**src/rtl/core/scld_pkg.sv**
```systemverilog
`timescale 1ns / 1ps
// Shared constants and types for the serial command line decoder.
// No dependencies; the line parser and the top level refer to this package.
package scld_pkg;

   // Default line size in bytes: one header plus up to MESSAGE_BYTES-1 body bytes
   localparam int MESSAGE_BYTES_DEFAULT = 64;

   // Configuration port
   localparam int CSR_DATA_W = 16;
   localparam logic CSR_END_CHAR = 1'b0;
   localparam logic CSR_TIMEOUT = 1'b1;
   localparam logic [7:0] END_CHAR_RESET = 8'd10;
   localparam logic [15:0] TIMEOUT_RESET = 16'd1000;

   // Message kinds reported on the result channel
   localparam logic [2:0] KIND_DRIVE = 3'd0;
   localparam logic [2:0] KIND_LIGHT = 3'd1;
   localparam logic [2:0] KIND_INDICATOR = 3'd2;
   localparam logic [2:0] KIND_HEARTBEAT = 3'd3;
   localparam logic [2:0] KIND_NOTIFY = 3'd4;
   localparam logic [2:0] KIND_FEATURE = 3'd5;
   localparam logic [2:0] KIND_VOLTAGE = 3'd6;
   localparam logic [2:0] KIND_NONE = 3'd7;

   // Request types
   localparam logic REQ_BYTE = 1'b0;
   localparam logic REQ_TICK = 1'b1;

   // Header characters
   localparam logic [7:0] HDR_DRIVE = 8'h63;      // 'c'
   localparam logic [7:0] HDR_LIGHT = 8'h6C;      // 'l'
   localparam logic [7:0] HDR_INDICATOR = 8'h69;  // 'i'
   localparam logic [7:0] HDR_HEARTBEAT = 8'h68;  // 'h'
   localparam logic [7:0] HDR_NOTIFY = 8'h6E;     // 'n'
   localparam logic [7:0] HDR_FEATURE = 8'h66;    // 'f'
   localparam logic [7:0] HDR_VOLTAGE = 8'h76;    // 'v'

   // Body characters
   localparam logic [7:0] CHR_NUL = 8'h00;
   localparam logic [7:0] CHR_COMMA = 8'h2C;
   localparam logic [7:0] CHR_COLON = 8'h3A;
   localparam logic [7:0] CHR_PLUS = 8'h2B;
   localparam logic [7:0] CHR_MINUS = 8'h2D;
   localparam logic [7:0] CHR_SPACE = 8'h20;
   localparam logic [7:0] CHR_TAB = 8'h09;
   localparam logic [7:0] CHR_CR = 8'h0D;
   localparam logic [7:0] CHR_ZERO = 8'h30;
   localparam logic [7:0] CHR_NINE = 8'h39;

   // Decoded line content handed from the parser to the top level
   typedef struct packed {
      logic [2:0] kind;
      logic [15:0] first_value;
      logic [15:0] second_value;
      logic [7:0] led_code;
      logic [31:0] heartbeat_interval;
   } line_result_type;

endpackage

```
**src/rtl/core/scld_channels.sv**
```systemverilog
`timescale 1ns / 1ps
// Valid/ready channel interfaces for the request and result sides.
// Depends on nothing; used by the top level and its environment.

interface scld_req_if;
   logic valid;
   logic ready;
   logic req_type;
   logic [7:0] data_byte;

   modport source(output valid, output req_type, output data_byte, input ready);
   modport sink(input valid, input req_type, input data_byte, output ready);
endinterface

interface scld_rsp_if;
   logic valid;
   logic ready;
   logic [2:0] msg_kind;
   logic signed [15:0] first_value;
   logic signed [15:0] second_value;
   logic [7:0] led_code;
   logic [31:0] heartbeat_interval;
   logic link_up;

   modport source(output valid, output msg_kind, output first_value, output second_value,
                  output led_code, output heartbeat_interval, output link_up, input ready);
   modport sink(input valid, input msg_kind, input first_value, input second_value,
                input led_code, input heartbeat_interval, input link_up, output ready);
endinterface

```
**src/rtl/core/scld_line_parser.sv**
```systemverilog
`timescale 1ns / 1ps
// Line parser: header capture, on-the-fly field and heartbeat number decode.
// Depends on scld_pkg.
module scld_line_parser #(
   parameter int MESSAGE_BYTES = scld_pkg::MESSAGE_BYTES_DEFAULT
) (
   input logic clock,
   input logic reset,
   input logic advance,
   input logic req_type,
   input logic [7:0] data_byte,
   input logic [7:0] end_char,
   output scld_pkg::line_result_type result
);

   localparam int LEN_W = $clog2(MESSAGE_BYTES);
   localparam logic [LEN_W-1:0] LEN_MAX = LEN_W'(MESSAGE_BYTES - 1);
   localparam logic [16:0] MAG_CAP = 17'd32768;

   typedef enum logic [4:0] {
      FIELD_LEAD = 5'b00001,
      FIELD_FIRST = 5'b00010,
      FIELD_GAP = 5'b00100,
      FIELD_SECOND = 5'b01000,
      FIELD_AFTER = 5'b10000
   } field_stage_type;

   typedef enum logic [2:0] {
      NUM_SPACE = 3'b001,
      NUM_DIGITS = 3'b010,
      NUM_DONE = 3'b100
   } num_stage_type;

   typedef enum logic [2:0] {
      CLS_SPACE,
      CLS_PLUS,
      CLS_MINUS,
      CLS_DIGIT,
      CLS_OTHER
   } char_class_type;

   function automatic char_class_type classify(input logic [7:0] c);
      char_class_type cls;
      if (c == scld_pkg::CHR_SPACE || (c >= scld_pkg::CHR_TAB && c <= scld_pkg::CHR_CR))
         cls = CLS_SPACE;
      else if (c == scld_pkg::CHR_PLUS)
         cls = CLS_PLUS;
      else if (c == scld_pkg::CHR_MINUS)
         cls = CLS_MINUS;
      else if (c >= scld_pkg::CHR_ZERO && c <= scld_pkg::CHR_NINE)
         cls = CLS_DIGIT;
      else
         cls = CLS_OTHER;
      return cls;
   endfunction

   // magnitude plus sign to 16-bit two's complement, positive side clipped
   function automatic logic [15:0] to_signed16(input logic [16:0] mag, input logic neg);
      logic [16:0] negated;
      logic [15:0] value;
      negated = 17'd0 - mag;
      if (neg)
         value = negated[15:0];
      else if (mag > 17'd32767)
         value = 16'h7FFF;
      else
         value = mag[15:0];
      return value;
   endfunction

   // line state
   logic in_body_ff, in_body_in;
   logic [7:0] header_ff, header_in;
   logic [LEN_W-1:0] body_len_ff, body_len_in;
   logic terminated_ff, terminated_in;
   field_stage_type field_ff, field_in;
   num_stage_type number_ff, number_in;
   logic [16:0] first_acc_ff, first_acc_in;
   logic [16:0] second_acc_ff, second_acc_in;
   logic first_neg_ff, first_neg_in;
   logic second_neg_ff, second_neg_in;
   logic [7:0] led_ff, led_in;
   logic [31:0] whole_acc_ff, whole_acc_in;
   num_stage_type whole_ff, whole_in;
   logic whole_neg_ff, whole_neg_in;

   logic is_byte, is_end, is_delim, on_first;
   char_class_type cls;
   logic [3:0] digit;

   // field number feeder
   num_stage_type num_stage_eff, num_stage_nx;
   logic [16:0] num_acc_cur, num_acc_nx;
   logic [19:0] num_prod;
   logic num_neg_set;

   // heartbeat number feeder
   num_stage_type whole_stage_nx;
   logic [31:0] whole_acc_nx;
   logic whole_neg_nx;

   assign is_byte = (req_type == scld_pkg::REQ_BYTE);
   assign is_end = is_byte && (data_byte == end_char);
   assign is_delim = (data_byte == scld_pkg::CHR_COMMA) || (data_byte == scld_pkg::CHR_COLON);
   assign cls = classify(data_byte);
   assign digit = data_byte[3:0];
   assign on_first = (field_ff == FIELD_LEAD) || (field_ff == FIELD_FIRST);

   // a new field starts its number from whitespace skipping
   assign num_stage_eff = ((field_ff == FIELD_LEAD) || (field_ff == FIELD_GAP)) ? NUM_SPACE
                                                                              : number_ff;
   assign num_acc_cur = on_first ? first_acc_ff : second_acc_ff;
   assign num_prod = {num_acc_cur, 3'b000} + {2'b00, num_acc_cur, 1'b0} + {16'd0, digit};

   // atoi-style step for one field, magnitude held at the cap
   always_comb begin
      num_stage_nx = num_stage_eff;
      num_acc_nx = num_acc_cur;
      num_neg_set = 1'b0;
      unique case (num_stage_eff)
         NUM_SPACE: begin
            case (cls)
               CLS_SPACE: ;
               CLS_PLUS: num_stage_nx = NUM_DIGITS;
               CLS_MINUS: begin
                  num_neg_set = 1'b1;
                  num_stage_nx = NUM_DIGITS;
               end
               CLS_DIGIT: begin
                  num_acc_nx = {13'd0, digit};
                  num_stage_nx = NUM_DIGITS;
               end
               default: num_stage_nx = NUM_DONE;
            endcase
         end
         NUM_DIGITS: begin
            if (cls == CLS_DIGIT)
               num_acc_nx = (num_prod > {3'b000, MAG_CAP}) ? MAG_CAP : num_prod[16:0];
            else
               num_stage_nx = NUM_DONE;
         end
         NUM_DONE: ;
         default: ;
      endcase
   end

   // atoi-style step for the heartbeat value, wrapping at 32 bits
   always_comb begin
      whole_stage_nx = whole_ff;
      whole_acc_nx = whole_acc_ff;
      whole_neg_nx = whole_neg_ff;
      unique case (whole_ff)
         NUM_SPACE: begin
            case (cls)
               CLS_SPACE: ;
               CLS_PLUS: whole_stage_nx = NUM_DIGITS;
               CLS_MINUS: begin
                  whole_neg_nx = 1'b1;
                  whole_stage_nx = NUM_DIGITS;
               end
               CLS_DIGIT: begin
                  whole_acc_nx = {28'd0, digit};
                  whole_stage_nx = NUM_DIGITS;
               end
               default: whole_stage_nx = NUM_DONE;
            endcase
         end
         NUM_DIGITS: begin
            if (cls == CLS_DIGIT)
               whole_acc_nx = {whole_acc_ff[28:0], 3'b000} + {whole_acc_ff[30:0], 1'b0}
                              + {28'd0, digit};
            else
               whole_stage_nx = NUM_DONE;
         end
         NUM_DONE: ;
         default: ;
      endcase
   end

   // next line state
   always_comb begin
      in_body_in = in_body_ff;
      header_in = header_ff;
      body_len_in = body_len_ff;
      terminated_in = terminated_ff;
      field_in = field_ff;
      number_in = number_ff;
      first_acc_in = first_acc_ff;
      second_acc_in = second_acc_ff;
      first_neg_in = first_neg_ff;
      second_neg_in = second_neg_ff;
      led_in = led_ff;
      whole_acc_in = whole_acc_ff;
      whole_in = whole_ff;
      whole_neg_in = whole_neg_ff;
      if (advance && is_byte) begin
         if (is_end) begin
            in_body_in = 1'b0;
            header_in = 8'd0;
            body_len_in = '0;
            terminated_in = 1'b0;
            field_in = FIELD_LEAD;
            number_in = NUM_SPACE;
            first_acc_in = 17'd0;
            second_acc_in = 17'd0;
            first_neg_in = 1'b0;
            second_neg_in = 1'b0;
            led_in = 8'd0;
            whole_acc_in = 32'd0;
            whole_in = NUM_SPACE;
            whole_neg_in = 1'b0;
         end else if (!in_body_ff) begin
            header_in = data_byte;
            in_body_in = 1'b1;
         end else if (body_len_ff < LEN_MAX) begin
            body_len_in = body_len_ff + LEN_W'(1);
            if (!terminated_ff) begin
               if (data_byte == scld_pkg::CHR_NUL) begin
                  terminated_in = 1'b1;
               end else begin
                  whole_acc_in = whole_acc_nx;
                  whole_in = whole_stage_nx;
                  whole_neg_in = whole_neg_nx;
                  if (is_delim) begin
                     if (field_ff == FIELD_FIRST)
                        field_in = FIELD_GAP;
                     else if (field_ff == FIELD_SECOND)
                        field_in = FIELD_AFTER;
                  end else if (field_ff != FIELD_AFTER) begin
                     number_in = num_stage_nx;
                     if (field_ff == FIELD_LEAD) begin
                        field_in = FIELD_FIRST;
                        led_in = data_byte;
                     end else if (field_ff == FIELD_GAP) begin
                        field_in = FIELD_SECOND;
                     end
                     if (on_first) begin
                        first_acc_in = num_acc_nx;
                        first_neg_in = first_neg_ff | num_neg_set;
                     end else begin
                        second_acc_in = num_acc_nx;
                        second_neg_in = second_neg_ff | num_neg_set;
                     end
                  end
               end
            end
         end
      end
   end

   always_ff @(posedge clock) begin
      if (reset) begin
         in_body_ff <= 1'b0;
         header_ff <= 8'd0;
         body_len_ff <= '0;
         terminated_ff <= 1'b0;
         field_ff <= FIELD_LEAD;
         number_ff <= NUM_SPACE;
         first_acc_ff <= 17'd0;
         second_acc_ff <= 17'd0;
         first_neg_ff <= 1'b0;
         second_neg_ff <= 1'b0;
         led_ff <= 8'd0;
         whole_acc_ff <= 32'd0;
         whole_ff <= NUM_SPACE;
         whole_neg_ff <= 1'b0;
      end else begin
         in_body_ff <= in_body_in;
         header_ff <= header_in;
         body_len_ff <= body_len_in;
         terminated_ff <= terminated_in;
         field_ff <= field_in;
         number_ff <= number_in;
         first_acc_ff <= first_acc_in;
         second_acc_ff <= second_acc_in;
         first_neg_ff <= first_neg_in;
         second_neg_ff <= second_neg_in;
         led_ff <= led_in;
         whole_acc_ff <= whole_acc_in;
         whole_ff <= whole_in;
         whole_neg_ff <= whole_neg_in;
      end
   end

   // message decode at the end character, from the state before this byte
   logic two_fields;
   assign two_fields = (field_ff == FIELD_SECOND) || (field_ff == FIELD_AFTER);

   always_comb begin
      result = '0;
      result.kind = scld_pkg::KIND_NONE;
      if (is_end) begin
         case (header_ff)
            scld_pkg::HDR_DRIVE, scld_pkg::HDR_LIGHT, scld_pkg::HDR_INDICATOR: begin
               if (two_fields) begin
                  if (header_ff == scld_pkg::HDR_DRIVE)
                     result.kind = scld_pkg::KIND_DRIVE;
                  else if (header_ff == scld_pkg::HDR_LIGHT)
                     result.kind = scld_pkg::KIND_LIGHT;
                  else
                     result.kind = scld_pkg::KIND_INDICATOR;
                  result.first_value = to_signed16(first_acc_ff, first_neg_ff);
                  result.second_value = to_signed16(second_acc_ff, second_neg_ff);
               end
            end
            scld_pkg::HDR_NOTIFY: begin
               if (two_fields) begin
                  result.kind = scld_pkg::KIND_NOTIFY;
                  result.led_code = led_ff;
                  result.second_value = to_signed16(second_acc_ff, second_neg_ff);
               end
            end
            scld_pkg::HDR_HEARTBEAT: begin
               result.kind = scld_pkg::KIND_HEARTBEAT;
               result.heartbeat_interval = whole_neg_ff ? (32'd0 - whole_acc_ff) : whole_acc_ff;
            end
            scld_pkg::HDR_FEATURE: result.kind = scld_pkg::KIND_FEATURE;
            scld_pkg::HDR_VOLTAGE: result.kind = scld_pkg::KIND_VOLTAGE;
            default: ;
         endcase
      end
   end

endmodule

```
**src/rtl/core/scld_link_timer.sv**
```systemverilog
`timescale 1ns / 1ps
// Heartbeat age counter and link status compare.
// Depends on nothing outside this file.
module scld_link_timer (
   input logic clock,
   input logic reset,
   input logic advance,
   input logic tick,
   input logic heartbeat,
   input logic [15:0] timeout,
   output logic link_up_next
);

   logic [15:0] age_ff, age_in;

   // age saturates at all ones; a heartbeat line restarts it
   always_comb begin
      age_in = age_ff;
      if (advance) begin
         if (tick) begin
            if (age_ff != 16'hFFFF)
               age_in = age_ff + 16'd1;
         end else if (heartbeat) begin
            age_in = 16'd0;
         end
      end
   end

   // status reported with this transaction uses the updated age
   assign link_up_next = (age_in < timeout);

   always_ff @(posedge clock) begin
      if (reset)
         age_ff <= 16'd0;
      else
         age_ff <= age_in;
   end

endmodule

```
**src/rtl/core/serial_command_line_decoder_top.sv**
```systemverilog
`timescale 1ns / 1ps
// Top level of the serial command line decoder: config registers and result register.
// Depends on scld_pkg, scld_channels, scld_line_parser and scld_link_timer.
//
// Usage:
//   req_chan carries one transaction per received serial byte (req_type 0) or per
//   elapsed millisecond (req_type 1). Every accepted request yields exactly one
//   transaction on rsp_chan, in order: a decoded message at the end character,
//   msg_kind none otherwise, and always the current link status.
//   The result is registered in the output register on the clock edge that accepts
//   the request. Throughput is one request per cycle while rsp_chan takes results;
//   the parser and the age counter update in the same cycle the request is accepted.
//   req_chan.ready is high whenever the output register is empty or is being
//   emptied, so a stalled receiver holds back at most one result and then the
//   request side waits.
//   csr_write_enable writes csr_write_data to register csr_index (0 end character,
//   1 heartbeat timeout in ms); write only while no transaction is in flight.
//   Synchronous reset restores end character 10 and timeout 1000, clears line
//   state and heartbeat age, and empties the output register.
module serial_command_line_decoder_top #(
   parameter int MESSAGE_BYTES = scld_pkg::MESSAGE_BYTES_DEFAULT
) (
   input logic clock,
   input logic reset,
   scld_req_if.sink req_chan,
   scld_rsp_if.source rsp_chan,
   input logic csr_write_enable,
   input logic csr_index,
   input logic [scld_pkg::CSR_DATA_W-1:0] csr_write_data
);

   // configuration registers
   logic [7:0] end_char_ff, end_char_in;
   logic [15:0] timeout_ff, timeout_in;

   always_comb begin
      end_char_in = end_char_ff;
      timeout_in = timeout_ff;
      if (csr_write_enable) begin
         unique case (csr_index)
            scld_pkg::CSR_END_CHAR: end_char_in = csr_write_data[7:0];
            scld_pkg::CSR_TIMEOUT: timeout_in = csr_write_data[15:0];
            default: ;
         endcase
      end
   end

   always_ff @(posedge clock) begin
      if (reset) begin
         end_char_ff <= scld_pkg::END_CHAR_RESET;
         timeout_ff <= scld_pkg::TIMEOUT_RESET;
      end else begin
         end_char_ff <= end_char_in;
         timeout_ff <= timeout_in;
      end
   end

   // handshake: take a request whenever the output register can be refilled
   logic rsp_valid_ff;
   logic advance;

   assign req_chan.ready = !rsp_valid_ff || rsp_chan.ready;
   assign advance = req_chan.valid && req_chan.ready;

   scld_pkg::line_result_type line_result;
   logic link_up_next;

   scld_line_parser #(
      .MESSAGE_BYTES(MESSAGE_BYTES)
   ) u_parser (
      .clock(clock),
      .reset(reset),
      .advance(advance),
      .req_type(req_chan.req_type),
      .data_byte(req_chan.data_byte),
      .end_char(end_char_ff),
      .result(line_result)
   );

   scld_link_timer u_timer (
      .clock(clock),
      .reset(reset),
      .advance(advance),
      .tick(req_chan.req_type == scld_pkg::REQ_TICK),
      .heartbeat(line_result.kind == scld_pkg::KIND_HEARTBEAT),
      .timeout(timeout_ff),
      .link_up_next(link_up_next)
   );

   // output register
   logic rsp_valid_in;
   logic [2:0] rsp_kind_ff;
   logic [15:0] rsp_first_ff, rsp_second_ff;
   logic [7:0] rsp_led_ff;
   logic [31:0] rsp_interval_ff;
   logic rsp_link_ff;

   assign rsp_valid_in = advance || (rsp_valid_ff && !rsp_chan.ready);

   always_ff @(posedge clock) begin
      if (reset)
         rsp_valid_ff <= 1'b0;
      else
         rsp_valid_ff <= rsp_valid_in;
   end

   always_ff @(posedge clock) begin
      if (advance) begin
         rsp_kind_ff <= line_result.kind;
         rsp_first_ff <= line_result.first_value;
         rsp_second_ff <= line_result.second_value;
         rsp_led_ff <= line_result.led_code;
         rsp_interval_ff <= line_result.heartbeat_interval;
         rsp_link_ff <= link_up_next;
      end
   end

   assign rsp_chan.valid = rsp_valid_ff;
   assign rsp_chan.msg_kind = rsp_kind_ff;
   assign rsp_chan.first_value = rsp_first_ff;
   assign rsp_chan.second_value = rsp_second_ff;
   assign rsp_chan.led_code = rsp_led_ff;
   assign rsp_chan.heartbeat_interval = rsp_interval_ff;
   assign rsp_chan.link_up = rsp_link_ff;

`ifndef NO_ASSERTIONS
   // an accepted request always leaves a result behind
   a_accept_fills: assert property (@(posedge clock) disable iff (reset)
      advance |=> rsp_valid_ff)
      else $error("accepted transaction produced no result");

   // a millisecond tick never decodes a message
   a_tick_no_msg: assert property (@(posedge clock) disable iff (reset)
      (advance && req_chan.req_type == scld_pkg::REQ_TICK)
      |=> (rsp_kind_ff == scld_pkg::KIND_NONE))
      else $error("tick transaction reported a message");

   // a heartbeat brings the link up unless the timeout is zero
   a_heartbeat_link: assert property (@(posedge clock) disable iff (reset)
      (advance && line_result.kind == scld_pkg::KIND_HEARTBEAT && timeout_ff != 16'd0)
      |=> rsp_link_ff)
      else $error("heartbeat did not bring the link up");

   // results without a message carry all-zero payload
   a_none_zero: assert property (@(posedge clock) disable iff (reset)
      (rsp_valid_ff && rsp_kind_ff == scld_pkg::KIND_NONE)
      |-> (rsp_first_ff == 16'd0 && rsp_second_ff == 16'd0 && rsp_led_ff == 8'd0
           && rsp_interval_ff == 32'd0))
      else $error("empty result carries payload");
`endif

endmodule
```
**src/flat_wrapper.sv**
```systemverilog
// flat-port wrapper written by rule: the top's interface ports become plain ports
module serial_command_line_decoder_top_flat 
#(
   parameter int MESSAGE_BYTES = scld_pkg::MESSAGE_BYTES_DEFAULT
)
  (clock, reset, csr_write_enable, csr_index, csr_write_data, req_chan_valid, req_chan_req_type, req_chan_data_byte, req_chan_ready, rsp_chan_valid, rsp_chan_msg_kind, rsp_chan_first_value, rsp_chan_second_value, rsp_chan_led_code, rsp_chan_heartbeat_interval, rsp_chan_link_up, rsp_chan_ready);
  scld_req_if req_chan_i ();
  scld_rsp_if rsp_chan_i ();
  input logic clock;
  input logic reset;
  input logic csr_write_enable;
  input logic csr_index;
  input logic [scld_pkg::CSR_DATA_W-1:0] csr_write_data;
  input wire logic [$bits(req_chan_i.valid)-1:0] req_chan_valid;
  input wire logic [$bits(req_chan_i.req_type)-1:0] req_chan_req_type;
  input wire logic [$bits(req_chan_i.data_byte)-1:0] req_chan_data_byte;
  output wire logic [$bits(req_chan_i.ready)-1:0] req_chan_ready;
  output wire logic [$bits(rsp_chan_i.valid)-1:0] rsp_chan_valid;
  output wire logic [$bits(rsp_chan_i.msg_kind)-1:0] rsp_chan_msg_kind;
  output wire logic [$bits(rsp_chan_i.first_value)-1:0] rsp_chan_first_value;
  output wire logic [$bits(rsp_chan_i.second_value)-1:0] rsp_chan_second_value;
  output wire logic [$bits(rsp_chan_i.led_code)-1:0] rsp_chan_led_code;
  output wire logic [$bits(rsp_chan_i.heartbeat_interval)-1:0] rsp_chan_heartbeat_interval;
  output wire logic [$bits(rsp_chan_i.link_up)-1:0] rsp_chan_link_up;
  input wire logic [$bits(rsp_chan_i.ready)-1:0] rsp_chan_ready;
  assign req_chan_i.valid = req_chan_valid;
  assign req_chan_i.req_type = req_chan_req_type;
  assign req_chan_i.data_byte = req_chan_data_byte;
  assign req_chan_ready = req_chan_i.ready;
  assign rsp_chan_valid = rsp_chan_i.valid;
  assign rsp_chan_msg_kind = rsp_chan_i.msg_kind;
  assign rsp_chan_first_value = rsp_chan_i.first_value;
  assign rsp_chan_second_value = rsp_chan_i.second_value;
  assign rsp_chan_led_code = rsp_chan_i.led_code;
  assign rsp_chan_heartbeat_interval = rsp_chan_i.heartbeat_interval;
  assign rsp_chan_link_up = rsp_chan_i.link_up;
  assign rsp_chan_i.ready = rsp_chan_ready;
  serial_command_line_decoder_top #(.MESSAGE_BYTES(MESSAGE_BYTES)) u_core (.clock(clock), .reset(reset), .req_chan(req_chan_i), .rsp_chan(rsp_chan_i), .csr_write_enable(csr_write_enable), .csr_index(csr_index), .csr_write_data(csr_write_data));
endmodule
```
**config.mk**
```make
export PLATFORM = sky130hd
export DESIGN_NAME = serial_command_line_decoder_top_flat
export DESIGN_NICKNAME = d
export VERILOG_FILES = /design/src/rtl/core/scld_pkg.sv /design/src/rtl/core/scld_channels.sv /design/src/rtl/core/scld_line_parser.sv /design/src/rtl/core/scld_link_timer.sv /design/src/rtl/core/serial_command_line_decoder_top.sv /design/src/flat_wrapper.sv
export SDC_FILE = /design/constraint.sdc
export NUM_CORES = 1
export LEC_CHECK = 0
export BUFFER_PORTS_ARGS = -buffer_cell sky130_fd_sc_hd__buf_4
export CELL_PAD_IN_SITES_DETAIL_PLACEMENT = 1
export CELL_PAD_IN_SITES_GLOBAL_PLACEMENT = 2
export CORE_MARGIN = 4
export CORE_UTILIZATION = 38
export CTS_CLUSTER_SIZE = 12
export DETAILED_ROUTE_END_ITERATION = 6
export GPL_TIMING_DRIVEN = 0
export HOLD_SLACK_MARGIN = 0.05
export PLACE_DENSITY_LB_ADDON = 0.1
export SYNTH_ARGS = -nofsm -noshare
export SYNTH_HDL_FRONTEND = slang
export SYNTH_HIERARCHICAL = 1
export SYNTH_SLANG_ARGS = --single-unit
export TNS_END_PERCENT = 10
```
**constraint.sdc**
```tcl
create_clock -name clock -period 6 [get_ports clock]
set_clock_uncertainty 0.1 [all_clocks]
set_input_delay 0.6 -clock clock [delete_from_list [all_inputs] [get_ports clock]]
set_output_delay 0.6 -clock clock [all_outputs]
set_load 0.02 [all_outputs]
```
==> metrics.yaml <==
report.final.slew_viol_count: 0
gp_congestion: 0.8491
yosysTopAreaCell: "dfxtp_1"
synth-seq-cells: 221
whs_path_depth: 3
cts.sinks: 221
ctsLongestPathBuffers: 3
peakVddDrop_uv: 191.9
drive_gt1_frac: 0.1293
synth_common_cells: "nor2_1 (165), dfxtp_1 (145), a21oi_1 (123)"
synthCells: 1630
fmax_mhz: 171.6
min_path_type: "input port to register"
antenna_found_initial: 0
reg2reg_depth: 18
syn_area_um2: 14410
wire_per_inst_um: 19.52
routed_wl_um: 44860
finalSetupTns_ns: 0
vias: 12867
io_pins: 109
hold_end: "u_core/rsp_chan.valid"
drv_cap: 0
slew_headroom: 0.3351
setup_viol: 0
port_buffers: 106
crit_path_end_kind: "register"
rr_endpoint: "u_core/u_parser/first_acc_ff[2]"
dr.pass1.iters: 5
areaGrowthSynthToFinish_pct: 16.51
synth_top_cells_by_area: "dfxtp_1 (20%), edfxtp_1 (16%), ha_1 (9.8%)"
ys_warn_count: 6
max_stage_delay_ns: 0.58
synth_compound_area_frac: 0.2085
power_leakage_nw: 6.914
synthArstFlopShare: 0
path_class: "register to register"
synth_top_family_by_area: "compound AO/OA/AOI/OAI gates"
htreeDepth: 1
drtIter0Drc: 627
muxShareOfSynthArea: 0.02778
drc: 0
period_share: 0.9712
overflow: 0
post_drt_via_cell_ratio: 5.599
multi_input_area_um2: 8645
status: "finished clean"
grt_pass1_vias: 13060
synth_area_per_cell_um2: 8.842
worst_path_max_delay_cell: "a221oi_1"
die_h_um: 202.8
power_density_nw_per_um2: 209.0
yosysUniqueCellTypes: 93
synth.top_cell.area_share: 0.2014
synthXorXnorAreaFrac: 0.05287
rsz0062_at_grt: "yes"
worst_setup_path_start_kind: "register"
seq_area_um2: 5185
nets: 1914
hold_viol: 0
die_w_um: 202.8
clk_latency_ns: 0.56
synth_top_flop_cell: "dfxtp_1"
post_cts_buffers: 0
cp_max_fo: 10
layoutNonFillerInstCount: 2298
antenna_cells: 0
r2r_setup_slack_ns: 0.17
required_ns: 6.34
synth_edf_count: 76
tightest_slew_ns: 0.9845
numCtsBuffers: 27
fin_worst_hold_slack_ns: 0.1825
synth_adder_area_share: 0.1037
core_um2: 37580
yosys.area_share.simple: 0.2068
die_area_um2: 41110
grt_pass1_wl_um: 72350
fp-row-count: 71
reg2reg_from: "u_core/u_parser/field_ff[1]"
cts.clk_slew.worst_paths_ns: 0.06
yosysSeqAreaShare: 0.3598
fillers: 4449
arrival_ns: 6.17
grt_use_total: 0.2143
grt_start_max_net_pins: 70
min-delay-start: "req_chan_valid"
min_period_ns: 5.827
synth_nets: 1778
cp_cell_sequence: "clkbuf_1 -> xor2_1 -> nand2_1 -> clkbuf_2 -> mux2_2 -> fa_1 -> inv_1 -> fa_1 -> nor2b_4 -> o31a_2 -> o41ai_1 -> a221oi_1 -> and4bb_2 -> a21oi_1 -> nor4_4 -> buf_6 -> a31oi_1 -> a21oi_1"
place_hpwl_um: 34430
synth.most_common_cell: "nor2_1"
clockRootBuffer: "clkbuf_16"
dp_cells: 2248
cts_tree: "done"
start_util: 0.3835
drtAntennaViolNets: 0
cell usage in the layout (no fill, tap or decap), drive strengths merged, types with 7 or more instances in the layout:
| master | count |
|---|---|
| nand2b | 52 |
| and2 | 16 |
| nor4 | 17 |
| a22oi | 28 |
| clkbuf | 93 |
| a21oi | 124 |
| o21ai | 93 |
| nand4 | 20 |
| mux2 | 16 |
| nor2 | 165 |
| edfxtp | 76 |
| a211o | 11 |
| o21a | 8 |
| xor2 | 57 |
| inv | 59 |
| a211oi | 35 |
| xnor2 | 30 |
| or4 | 10 |
| a21o | 21 |
| dfxtp | 145 |
| nand3 | 58 |
| o31ai | 9 |
| or3 | 19 |
| nor3 | 51 |
| ha | 113 |
| mux2i | 22 |
| buf | 133 |
| o41ai | 16 |
| a21bo | 7 |
| a311oi | 7 |
| and3 | 14 |
| clkinv | 10 |
| a32oi | 12 |
| nor2b | 26 |
| a31oi | 20 |
| nand3b | 7 |
| nand2 | 95 |
layer usage:
| layer | track usage | share of wire | up-vias |
|---|---|---|---|
| li1 | - | - | 6328 |
| met1 | 0.3196 | 0.51 | 6276 |
| met3 | 0.03051 | 0.044 | 39 |
| met4 | 0.03443 | 0.012 | 0 |
| met2 | 0.3367 | 0.44 | 224 |
| met5 | 0 | 0 | - |
state kept, by name, indices dropped and copies added, names as in the netlist, 16 cells and up:
| name | flops |
|---|---|
| u_core/rsp_chan.first_value | 16 |
| u_core/rsp_chan.heartbeat_interval | 32 |
| u_core/rsp_chan.second_value | 16 |
| u_core/timeout_ff | 16 |
| u_core/u_parser/first_acc_ff | 17 |
| u_core/u_parser/second_acc_ff | 17 |
| u_core/u_parser/whole_acc_ff | 32 |
| u_core/u_timer/age_ff | 16 |
power by group:
part	switching, mW	leakage [nW]	total, mW	internal (mW)
clock network	0.676	0.455	1.67	0.996
registers	0.0174	1.93	1.60	1.58
logic	0.149	4.53	0.237	0.0875
area by class of cell:
| type | instances | area share |
|---|---|---|
| Inverter | 57 | 0.01274 |
| Sequential cell | 221 | 0.3088 |
| Timing Repair Buffer | 107 | 0.04903 |
| Multi-Input combinational cell | 1268 | 0.5148 |
| Clock inverter | 15 | 0.008122 |
| Clock buffer | 35 | 0.04620 |
| Buffer | 84 | 0.02228 |
| Tap cell | 511 | 0.03807 |
cells by family after synthesis:
logic type | Yosys count
AND/OR/NAND/NOR | 576
AO/OA/AOI/OAI | 450
flip-flops | 221
buffers and inverters | 141
adder cells (fa/ha/maj) | 117
XOR/XNOR | 87
multiplexers | 38
worst max path at each step:
stage	cells after the start	to	slack [ns]	start
2_1_floorplan	13	u_core/rsp_chan.link_up	0.76	rsp_chan_ready
3_3_place_gp	14	u_core/rsp_chan.link_up	-0.93	rsp_chan_ready
3_5_place_dp	19	u_core/rsp_chan.link_up	-0.25	req_chan_data_byte[0]
4_1_cts	19	u_core/u_parser/second_acc_ff[1]	0.09	u_core/u_parser/field_ff[1]
5_1_grt	19	u_core/rsp_chan.link_up	-0.02	req_chan_data_byte[0]
6_report	18	u_core/u_parser/first_acc_ff[2]	0.17	u_core/u_parser/field_ff[1]
per-stage QoR:
stage / power (mW) / utilization / instance area [um^2] / worst slack, ns
4_1_cts: 3.564 / 0.4468 / 16790 / 0.08922
6_report: 3.509 / 0.4469 / 16790 / 0.1727
5_1_grt: 3.647 / 0.4469 / 16790 / -0.01743
2_1_floorplan: 1.765 / - / 14410 / 0.7567
3_3_place_gp: 1.867 / 0.4217 / 15850 / -0.9344
3_5_place_dp: 1.872 / 0.4225 / 15880 / -0.2519
worst max-delay path, delay by kind of cell (launching register included):
kind	cells	cell delay (ns)
muxes	1	0.45
adders and majority gates	2	1.05
buffers and inverters	4	0.94
AOI/OAI and AO/OA	6	1.84
DFF	1	0.31
and+or+nand+nor	4	0.87
xor gates and xnor gates	1	0.13
timing repair:
action	CTS	global route
hold buffers	0	0
resized for setup	0	4
setup endpoints to repair	0	22
Power figures use the tool's default switching activity.
